===== config.mk =====
export PLATFORM = sky130hd
export DESIGN_NAME = sphd_queue
export DESIGN_NICKNAME = d
export VERILOG_FILES = /design/src/rtl/core/sphd_pkg.sv /design/src/rtl/core/sphd_queue.sv
export SDC_FILE = /design/constraint.sdc
export NUM_CORES = 1
export LEC_CHECK = 0
export ABC_AREA = 1
export BUFFER_PORTS_ARGS = -buffer_cell sky130_fd_sc_hd__buf_2
export CORE_MARGIN = 3
export CORE_UTILIZATION = 30
export CTS_BUF_LIST = sky130_fd_sc_hd__clkbuf_8
export DETAILED_ROUTE_END_ITERATION = 10
export HOLD_SLACK_MARGIN = 0.02
export SETUP_SLACK_MARGIN = 0.4
export SYNTH_ARGS = -nofsm -noshare
export SYNTH_HDL_FRONTEND = slang
export SYNTH_SLANG_ARGS = --single-unit
export TNS_END_PERCENT = 10

===== constraint.sdc =====
create_clock -name i_clk -period 6.85 [get_ports i_clk]
set_input_delay 0.3425 -clock i_clk [delete_from_list [all_inputs] [get_ports i_clk]]
set_output_delay 0.3425 -clock i_clk [all_outputs]
set_load 0.01 [all_outputs]

===== src/rtl/core/sphd_pkg.sv =====
// types and constants of the poly6 density accumulator
// no dependencies; imported by every module of the block
`default_nettype none

package sphd_pkg;

    localparam int unsigned QDEPTH = 8;
    localparam int unsigned QAW    = $clog2(QDEPTH);
    localparam int unsigned QCW    = $clog2(QDEPTH + 1);

    localparam int unsigned POS_W   = 24;
    localparam int unsigned RAD_W   = 40;
    localparam int unsigned SCALE_W = 32;
    localparam int unsigned Q_W     = 32;
    localparam int unsigned D_W     = RAD_W - 16;

    // configuration register indexes
    localparam logic CFG_RADIUS_SQ    = 1'b0;
    localparam logic CFG_KERNEL_SCALE = 1'b1;

    typedef struct packed {
        logic [RAD_W-1:0]   radius_sq;
        logic [SCALE_W-1:0] kernel_scale;
    } t_sphd_cfg;

    // one classified item waiting for the kernel unit
    typedef struct packed {
        logic           first;
        logic           add;
        logic           last;
        logic [D_W-1:0] d;
    } t_sphd_entry;

    typedef enum logic [2:0] {
        B_IDLE,
        B_SQ,
        B_CUBE,
        B_SCALE,
        B_ADD,
        B_EMIT
    } t_back_state;

endpackage

`default_nettype wire


===== src/rtl/core/sphd_queue.sv =====
// small flip-flop queue between the distance front end and the kernel unit
// depends on sphd_pkg
`default_nettype none

module sphd_queue
    import sphd_pkg::*;
(
    input  logic              i_clk,
    input  logic              i_rst_n,
    input  logic              i_push,
    input  t_sphd_entry       i_entry,
    input  logic              i_pop,
    output logic              o_head_valid,
    output t_sphd_entry       o_head,
    output logic [QCW-1:0]    o_count
);

    t_sphd_entry          r_mem [QDEPTH];
    logic [QAW-1:0]       r_wr;
    logic [QAW-1:0]       r_rd;
    logic [QCW-1:0]       r_count;
    logic [QCW-1:0]       n_count;

    always_comb begin
        n_count = r_count;
        if (i_push && !i_pop) begin
            n_count = r_count + QCW'(1);
        end else if (!i_push && i_pop) begin
            n_count = r_count - QCW'(1);
        end
    end

    always_ff @(posedge i_clk) begin
        if (!i_rst_n) begin
            r_wr    <= '0;
            r_rd    <= '0;
            r_count <= '0;
        end else begin
            if (i_push) begin
                r_wr <= r_wr + QAW'(1);
            end
            if (i_pop) begin
                r_rd <= r_rd + QAW'(1);
            end
            r_count <= n_count;
        end
    end

    always_ff @(posedge i_clk) begin
        if (i_push) begin
            r_mem[r_wr] <= i_entry;
        end
    end

    assign o_head       = r_mem[r_rd];
    assign o_head_valid = (r_count != '0);
    assign o_count      = r_count;

endmodule

`default_nettype wire


==> run metrics <==
Worst-Margin Slew 1.11 ns; met2 WL 10100 um; critical path fanouts, max 55; number of synthesized flops with an enable pin 216; RSZ-0062 raised after global routing no; final antenna-violating net count 0; PnR worst setup slack 3.70 ns; NumNets Final 916; PortBufs 62; Hold Vio Cnt, Final 0; final setup fails 0; setup repair bufs after CTS 0; Syn Std Cell Area 0.00921 mm^2; post-cts resize count 0; Rel. slew slack 0.257; CTS H-tree lvls 2; Rows 63; Num CTS Buffers 39; Worst Skew 0.0146 ns; Worst Path Arrival 2.80 ns; post-route minimum period 3.15 ns; WHS Path Cells 1; fillcell total 2964; Die Ht 181 um; first-pass GRT wire length 33300 um; setup TNS 0 ns; Hold Path Origin i_entry[13]; PwrDens 281 mW/mm^2; Max VDD drop 0.102 mV; DRT met1 WL 9450 um; Setup WS pre-CTS 4.19 ns; DRC viols 0; grt total ovfl 0; final non-filler cell total 1294; outcome finished clean; DP Cell Count 1228; post-synthesis register bit count 229; Crit. End Element output pin; drt pass-1 iters 4; 1st-iter DRT viols 468; post-detail-place hpwl 11200 um; post-synth cell types 22; Synth Instances 803; DIE AREA 0.0328 mm^2; cell depth of the worst flop-to-flop path 3; Antenna diodes 0; hold path endpoint r_mem[2][13]; die width 181 um; Area Growth Syn to Fin 14.7%; max_cap viols 0; clk slew on worst S/H paths 0.05 ns; GR Util All Layers 0.127; r2r endpoint r_mem[2][21]; Worst R2R Setup Slack 4.62 ns; Placeable Area 0.0300 mm^2; Root Buffer clkbuf_8; share of cells above drive strength 1 0.145; clk sink count 229; vias in the first global route 5982; Critical Path RT 6.51 ns; Post-CTS Hold Buffers 0; largest net degree at the start of global routing 109; period utilisation layout 0.459; Worst-Skew Late Latency 0.52 ns; vias post-DR 5913; CTS tree yes; vias per std cell 4.57; CTS max path bufs 3; hold crit path type primary input to register; final wirelength 21100 um; most frequent cells in the layout nor2_1 (227), edfxtp_1 (216), nand2_1 (151); Post-Syn Area per Cell 11.5 um^2; Leakage 3.97 nW; Seq/Total Area, Yosys 0.733; commonest non-fill, non-tap cell in the layout nor2_1; WS Path Type register to output pin; WL/cell 16.3 um; gpl congestion 0.719; Most used DFF post-synth edfxtp_1; initial antenna violation count 2; Mapped Nets 840; I/O pins 63; Async S/R FF share, synth 0; r2r startpoint r_wr[0]; Peak Freq 0.318 GHz; Final Max Slew Viols 0; met3 WL 1220 um; DR top layer met5; Yosys warning count 0; final core area utilization 0.353; Setup crit start kind register; initial core utilization 0.307; Power, Total 2.96 mW
[cell type report]
type,count,area [um^2],share of cell area
flip-flops and latches,229,6750,0.639
multi-input cells,520,2200,0.209
clock buffers,41,564,0.0534
well taps,390,488,0.0462
repair buffers,74,400,0.0379
clock inverters,25,96.3,0.00912
inverters,15,58.8,0.00557
[Yosys cell counts, types with 5 or more instances]
| cell type | instances | area (um^2) |
|---|---|---|
| nor2_1 | 235 | 882 |
| edfxtp_1 | 216 | 6490 |
| nand2_1 | 151 | 567 |
| o21ai_0 | 85 | 425 |
| o21ai_1 | 29 | 145 |
| buf_2 | 17 | 85.1 |
| dfxtp_1 | 13 | 260 |
| inv_1 | 12 | 45.0 |
| clkbuf_1 | 11 | 41.3 |
| a21oi_1 | 6 | 30.0 |
| buf_6 | 5 | 56.3 |
| ha_1 | 5 | 62.6 |
[flip-flops by register name, indices dropped and copies added, names as in the netlist, named ones only]
signal / cells
r_wr: 3
o_count: 4
r_rd: 3
r_mem: 216
[where the power goes]
part | leakage, nW | switching [mW] | total (mW) | internal [mW]
Combinational | 1.49 | 0.212 | 0.313 | 0.101
Clock | 0.403 | 0.513 | 1.06 | 0.547
Sequential | 2.07 | 0.0221 | 1.59 | 1.57
Total | 3.97 | 0.747 | 2.96 | 2.22
[critical path: stages, from the launching register on]
cell and delay (ns):
dfxtp_2 0.31, buf_4 0.55, inv_2 0.64, nor2_1 0.22, o21ai_0 0.10, nand2_1 0.12, nand2_1 0.06, nand2_1 0.13
buf_2 0.14
[how the worst max path moves through the flow]
stage	from	end	slack, ns	cells after the start
after global placement	register	o_head[12]	4.19	8
after detailed placement	register	o_head[5]	4.19	8
final	register	o_head[4]	3.70	8
after global routing	register	o_head[26]	3.39	8
after floorplan	i_push	r_mem[0][0]	4.58	3
after CTS	register	o_head[5]	3.62	8
[stage by stage]
step	hold WS, ns	area [um^2]
after floorplan	0.441	9210
after global placement	0.485	9900
after detailed placement	0.499	9900
after CTS	0.0675	10600
after global routing	0.0790	10600
final	0.0994	10600
[cells by family after synthesis]
| logic type | share of synthesized area |
|---|---|
| adders and majority gates | 0.00897 |
| DFF | 0.733 |
| xor gates and xnor gates | 0.00190 |
| and+or+nand+nor | 0.161 |
| AOI/OAI and AO/OA | 0.0652 |
| buffers and inverters | 0.0303 |
[per-layer routing]
layer,GRT usage,vias up
li1,-,2893
met1,0.166,2845
met2,0.208,141
met3,0.0334,30
met4,0.0420,4
met5,0,-
No activity file was read; power rests on OpenSTA's default activity.
