[src/rtl/core/sphd_pkg.sv]
// types and constants of the poly6 density accumulator
// no dependencies; imported by every module of the block
`default_nettype none

package sphd_pkg;

    localparam int unsigned QDEPTH = 8;
    localparam int unsigned QAW    = $clog2(QDEPTH);
    localparam int unsigned QCW    = $clog2(QDEPTH + 1);

    localparam int unsigned POS_W   = 24;
    localparam int unsigned RAD_W   = 40;
    localparam int unsigned SCALE_W = 32;
    localparam int unsigned Q_W     = 32;
    localparam int unsigned D_W     = RAD_W - 16;

    // configuration register indexes
    localparam logic CFG_RADIUS_SQ    = 1'b0;
    localparam logic CFG_KERNEL_SCALE = 1'b1;

    typedef struct packed {
        logic [RAD_W-1:0]   radius_sq;
        logic [SCALE_W-1:0] kernel_scale;
    } t_sphd_cfg;

    // one classified item waiting for the kernel unit
    typedef struct packed {
        logic           first;
        logic           add;
        logic           last;
        logic [D_W-1:0] d;
    } t_sphd_entry;

    typedef enum logic [2:0] {
        B_IDLE,
        B_SQ,
        B_CUBE,
        B_SCALE,
        B_ADD,
        B_EMIT
    } t_back_state;

endpackage

`default_nettype wire

[src/rtl/core/sphd_back.sv]
// back end: kernel unit with one shared multiplier, accumulator and output register
// depends on sphd_pkg; drained from sphd_queue
`default_nettype none

module sphd_back
    import sphd_pkg::*;
(
    input  logic              i_clk,
    input  logic              i_rst_n,
    input  t_sphd_cfg         i_cfg,
    input  logic              i_head_valid,
    input  t_sphd_entry       i_head,
    output logic              o_pop,
    output logic              o_valid,
    input  logic              i_ready,
    output logic [Q_W-1:0]    o_density
);

    t_back_state      r_state, n_state;
    logic             r_self, n_self;
    logic             r_add, n_add;
    logic             r_last, n_last;
    logic [D_W-1:0]   r_md, n_md;
    logic [D_W-1:0]   r_nd, n_nd;
    logic [Q_W-1:0]   r_p, n_p;
    logic [Q_W-1:0]   r_sum, n_sum;
    logic             r_ovalid, n_ovalid;
    logic [Q_W-1:0]   r_odata, n_odata;

    logic [Q_W-1:0]   mul_a, mul_b;
    logic [2*Q_W-1:0] prod;
    logic [Q_W-1:0]   prod_sat;
    logic [Q_W:0]     sum_ext;

    // shared multiplier: d*d, p*d, p*scale
    assign mul_a = (r_state == B_SQ) ? {{(Q_W-D_W){1'b0}}, r_md} : r_p;
    assign mul_b = (r_state == B_SCALE) ? i_cfg.kernel_scale
                                        : {{(Q_W-D_W){1'b0}}, r_md};
    assign prod  = mul_a * mul_b;
    assign prod_sat = (|prod[2*Q_W-1:Q_W+16]) ? '1 : prod[Q_W+15:16];
    assign sum_ext  = {1'b0, r_sum} + {1'b0, r_p};

    always_comb begin
        n_state  = r_state;
        n_self   = r_self;
        n_add    = r_add;
        n_last   = r_last;
        n_md     = r_md;
        n_nd     = r_nd;
        n_p      = r_p;
        n_sum    = r_sum;
        n_ovalid = r_ovalid;
        n_odata  = r_odata;
        o_pop    = 1'b0;

        if (r_ovalid && i_ready) begin
            n_ovalid = 1'b0;
        end

        case (r_state)
            B_IDLE: begin
                if (i_head_valid) begin
                    o_pop  = 1'b1;
                    n_add  = i_head.add;
                    n_last = i_head.last;
                    n_nd   = i_head.d;
                    if (i_head.first) begin
                        n_self  = 1'b1;
                        n_md    = i_cfg.radius_sq[RAD_W-1:16];
                        n_state = B_SQ;
                    end else if (i_head.add) begin
                        n_self  = 1'b0;
                        n_md    = i_head.d;
                        n_state = B_SQ;
                    end else if (i_head.last) begin
                        n_state = B_EMIT;
                    end
                end
            end
            B_SQ: begin
                n_p     = prod_sat;
                n_state = B_CUBE;
            end
            B_CUBE: begin
                n_p     = prod_sat;
                n_state = B_SCALE;
            end
            B_SCALE: begin
                n_p     = prod_sat;
                n_state = B_ADD;
            end
            B_ADD: begin
                if (r_self) begin
                    n_sum = r_p;
                end else begin
                    n_sum = sum_ext[Q_W] ? '1 : sum_ext[Q_W-1:0];
                end
                if (r_self && r_add) begin
                    n_self  = 1'b0;
                    n_md    = r_nd;
                    n_state = B_SQ;
                end else if (r_last) begin
                    n_state = B_EMIT;
                end else begin
                    n_state = B_IDLE;
                end
            end
            B_EMIT: begin
                if (!r_ovalid || i_ready) begin
                    n_ovalid = 1'b1;
                    n_odata  = r_sum;
                    n_state  = B_IDLE;
                end
            end
            default: begin
                n_state = B_IDLE;
            end
        endcase
    end

    always_ff @(posedge i_clk) begin
        if (!i_rst_n) begin
            r_state  <= B_IDLE;
            r_ovalid <= 1'b0;
        end else begin
            r_state  <= n_state;
            r_ovalid <= n_ovalid;
        end
    end

    always_ff @(posedge i_clk) begin
        r_self  <= n_self;
        r_add   <= n_add;
        r_last  <= n_last;
        r_md    <= n_md;
        r_nd    <= n_nd;
        r_p     <= n_p;
        r_sum   <= n_sum;
        r_odata <= n_odata;
    end

    assign o_valid   = r_ovalid;
    assign o_density = r_odata;

endmodule

`default_nettype wire

[config.mk]
export PLATFORM = sky130hd
export DESIGN_NAME = sphd_back
export DESIGN_NICKNAME = d
export VERILOG_FILES = /design/src/rtl/core/sphd_pkg.sv /design/src/rtl/core/sphd_back.sv
export SDC_FILE = /design/constraint.sdc
export NUM_CORES = 2
export LEC_CHECK = 0
export BUFFER_PORTS_ARGS = -buffer_cell sky130_fd_sc_hd__buf_2
export CAP_MARGIN = 0
export CORE_UTILIZATION = 50
export CTS_BUF_LIST = sky130_fd_sc_hd__clkbuf_2
export DETAILED_ROUTE_END_ITERATION = 8
export PLACE_DENSITY = 0.69
export SLEW_MARGIN = 20
export SYNTH_ARGS = -nofsm -noshare
export SYNTH_HDL_FRONTEND = slang
export SYNTH_SLANG_ARGS = --single-unit
export TNS_END_PERCENT = 5
[constraint.sdc]
create_clock -name i_clk -period 9.49 [get_ports i_clk]
set_input_delay 1.4235 -clock i_clk [delete_from_list [all_inputs] [get_ports i_clk]]
set_output_delay 1.4235 -clock i_clk [all_outputs]
set_load 0.05 [all_outputs]
==> summary.md <==
| Metric | Value |
|---|---|
| Post-synth EDFFs | `147` |
| CTS tree | `done` |
| Post-Synthesis Cells | `4620` |
| Multi-input gate area | `32500 um2` |
| Main synth FF type | `edfxtp_1` |
| R2R cell count | `36` |
| Fin. max-slew vios | `0` |
| Die Footprint | `83100 um2` |
| Slew HR | `34.3%` |
| Clock Latency Late Sink | `0.77 ns` |
| Initial Utilization | `50.7%` |
| CTS sink cnt | `151` |
| Finished Layout Cells | `6042` |
| Setup ws final | `-0.0762 ns` |
| Clk buf depth | `2` |
| DIE WIDTH | `288 um` |
| CP peak stage delay | `0.60 ns` |
| Synthesized area | `41000 um2` |
| Setup-failing EPs final | `30` |
| Hold_buf cts | `0` |
| Synthesized area per cell | `8.87 um2` |
| Number of global-route vias before repair | `34900` |
| Syn Nets | `5911` |
| Hpwl dp | `114 mm` |
| Clock period minus worst slack | `9.57 ns` |
| First-pass GRT wire length | `205 mm` |
| Total iterations of the first detailed-routing run | `8` |
| H-tree depth | `4` |
| CP Max Fanout | `16` |
| Overall Global Routing Usage | `33.3%` |
| RSZ-0062 raised after global routing | `true` |
| Post-synth ARST share | `0%` |
| Critical Path AT | `10.07 ns` |
| R2R Path Start | `r_state[0]` |
| Post-synthesis sequential element count | `151` |
| DRC | `4` |
| DRT iter0 DRCs | `3134` |
| Routed vias | `33900` |
| Crit path required time | `10.00 ns` |
| Critical Path Source Type | `register` |
| Crit path top cell by count | `fa_1` |
| TritonCTS Buffers | `17` |
| Nets | `6260` |
| Congestion Overflow GR | `0` |
| Initial antenna violation count | `2` |
| Placed insts | `5988` |
| Crit path capture type | `register` |
| Slew @ Worst Pin | `0.981 ns` |
| Final Skew | `0.0501 ns` |
| Critical setup path kind | `reg -> reg` |
| Dpl ws | `-0.303 ns` |
| Gpl congestion | `1.00` |
| Maxcap violations | `0` |
| IO Port Bufs | `120` |
| Fmax | `105 MHz` |
| Status | `complete, but fails checks` |
| Hold Path Class | `reg -> reg` |
| DRT antenna net count | `0` |
| Library cells used by synthesis | `79` |
| Row count | `104` |
| Die Y | `288 um` |
| Layout overhead on the synthesized area | `14.2%` |
| Reg2Reg Setup Slack | `-0.08 ns` |
| I/O pin total | `137` |
| Yosys warning count | `0` |
| Worst setup endpoint | `r_p[6]` |
| Largest net degree at the start of global routing | `71` |
| Fill cells | `7205` |
| Layout cell share with drive strength beyond 1 | `14.2%` |
| FF/Latch Area | `4500 um2` |
| Critical register-to-register path endpoint | `r_p[6]` |
| Sequential-to-total area share from yosys stat | `11.0%` |
| Hold Violations, Final | `0` |
| Vias/cell | `5.62` |
| WL final | `134 mm` |
| Worst-path clk slew | `0.27 ns` |
| Core ar. | `80800 um2` |
| Wire length per cell | `22.3 um` |
| Critical path startpoint | `r_state[0]` |
| Crit-path slowest cell | `fa_2` |
| Clock root cell | `clkbuf_2` |
| Failing checks | `design-rule violations, negative setup slack` |
| Final period utilization | `101%` |
| ANT cells | `0` |
worst max-delay path: cells and delay by family, from the launching register on:
family / cells / cell delay, ns
buf+inv: 12 / 1.44
fa+ha+maj: 9 / 4.51
flops: 1 / 0.39
simple gates: 8 / 1.42
compound gates: 7 / 1.46
cells in the mapped netlist, types with 15 or more instances:
cell type | n | area [um2]
clkbuf_1 | 186 | 698
o21bai_1 | 20 | 150
nand2_1 | 652 | 2450
a211oi_1 | 15 | 113
and3_1 | 16 | 100
o21a_1 | 17 | 128
a21oi_1 | 131 | 656
nor3_1 | 22 | 110
nand3_1 | 28 | 140
fa_1 | 896 | 17900
mux2i_1 | 75 | 751
nand4_1 | 50 | 313
a21o_1 | 37 | 278
edfxtp_1 | 147 | 4410
ha_1 | 292 | 3650
xor2_1 | 38 | 333
inv_1 | 949 | 3560
o21ai_0 | 82 | 410
nor2_1 | 694 | 2610
xnor2_1 | 32 | 280
nor2b_1 | 44 | 275
registers in the layout (all words and copies together), names as in the netlist:
signal,count
o_density,32
r_p,32
r_sum,32
r_md,24
r_nd,24
r_state,3
o_valid,1
r_add,1
r_last,1
r_self,1
worst min path at each step:
stage          cells past startpoint            end       from  slack [ns]
5_1_grt                            0  o_density[13]  r_sum[13]        0.48
3_5_place_dp                       0  o_density[16]  r_sum[16]        0.44
2_1_floorplan                      0   o_density[0]   r_sum[0]        0.43
6_report                           0  o_density[16]  r_sum[16]        0.48
3_3_place_gp                       0  o_density[21]  r_sum[21]        0.45
4_1_cts                            0  o_density[13]  r_sum[13]        0.47
timing repair:
action	4_1_cts	5_1_grt
endpoints found under the setup margin	32	32
gates cloned	3	4
pin swaps	4	15
gates resized for setup	11	62
buffers inserted	3	13
hold endpoints to repair	0	0
final cells by class:
cell class,instances,share of cell area (%)
multi-input cells,3302,69.5
repair buffers,548,9.82
flip-flops and latches,151,9.61
inverters,949,7.61
well taps,1060,2.83
clock inverters,14,0.377
clock buffers,18,0.193
placed cells by master (no fill, tap or decap), types with 33 or more instances in the layout:
| cell type | instances |
|---|---|
| nor2_1 | 690 |
| edfxtp_1 | 147 |
| nand2_1 | 637 |
| nor2b_1 | 42 |
| mux2i_1 | 33 |
| buf_12 | 50 |
| a21oi_1 | 130 |
| a21o_1 | 37 |
| inv_1 | 948 |
| o21ai_0 | 77 |
| buf_4 | 363 |
| nand4_1 | 50 |
| buf_2 | 120 |
| ha_1 | 288 |
| fa_1 | 890 |
| xor2_1 | 37 |
cell families after synthesis:
logic type | synth area share [%]
fa+ha+maj | 52.7
xor+xnor | 1.50
mux | 1.83
compound gates | 6.24
flops | 11.0
buf+inv | 10.8
simple gates | 15.9
layer usage:
metal / share of wire (%) / track usage [%] / up-vias / routed length (um)
li1: - / - / 14800 / -
met1: 38 / 43.3 / 17200 / 51500
met2: 47 / 53.7 / 1645 / 62600
met3: 8.4 / 4.97 / 362 / 11300
met4: 6.7 / 18.6 / 2 / 8990
met5: 0.0097 / 0 / - / 13
per-stage QoR:
step | area [um2] | TNS (ns) | hold slack, ns | util, %
6_report | 46800 | -1.25 | 0.480 | 57.9
5_1_grt | 46800 | -7.25 | 0.478 | 57.9
4_1_cts | 46300 | 0 | 0.472 | 57.3
3_5_place_dp | 45900 | -9.25 | 0.443 | 56.8
3_3_place_gp | 45900 | -8.45 | 0.446 | 56.8
2_1_floorplan | 41000 | 0 | 0.431 | -
Power is left out: the tool's default activity adds up to more than one toggle a clock period on the data nets, which glitch-free logic cannot reach.
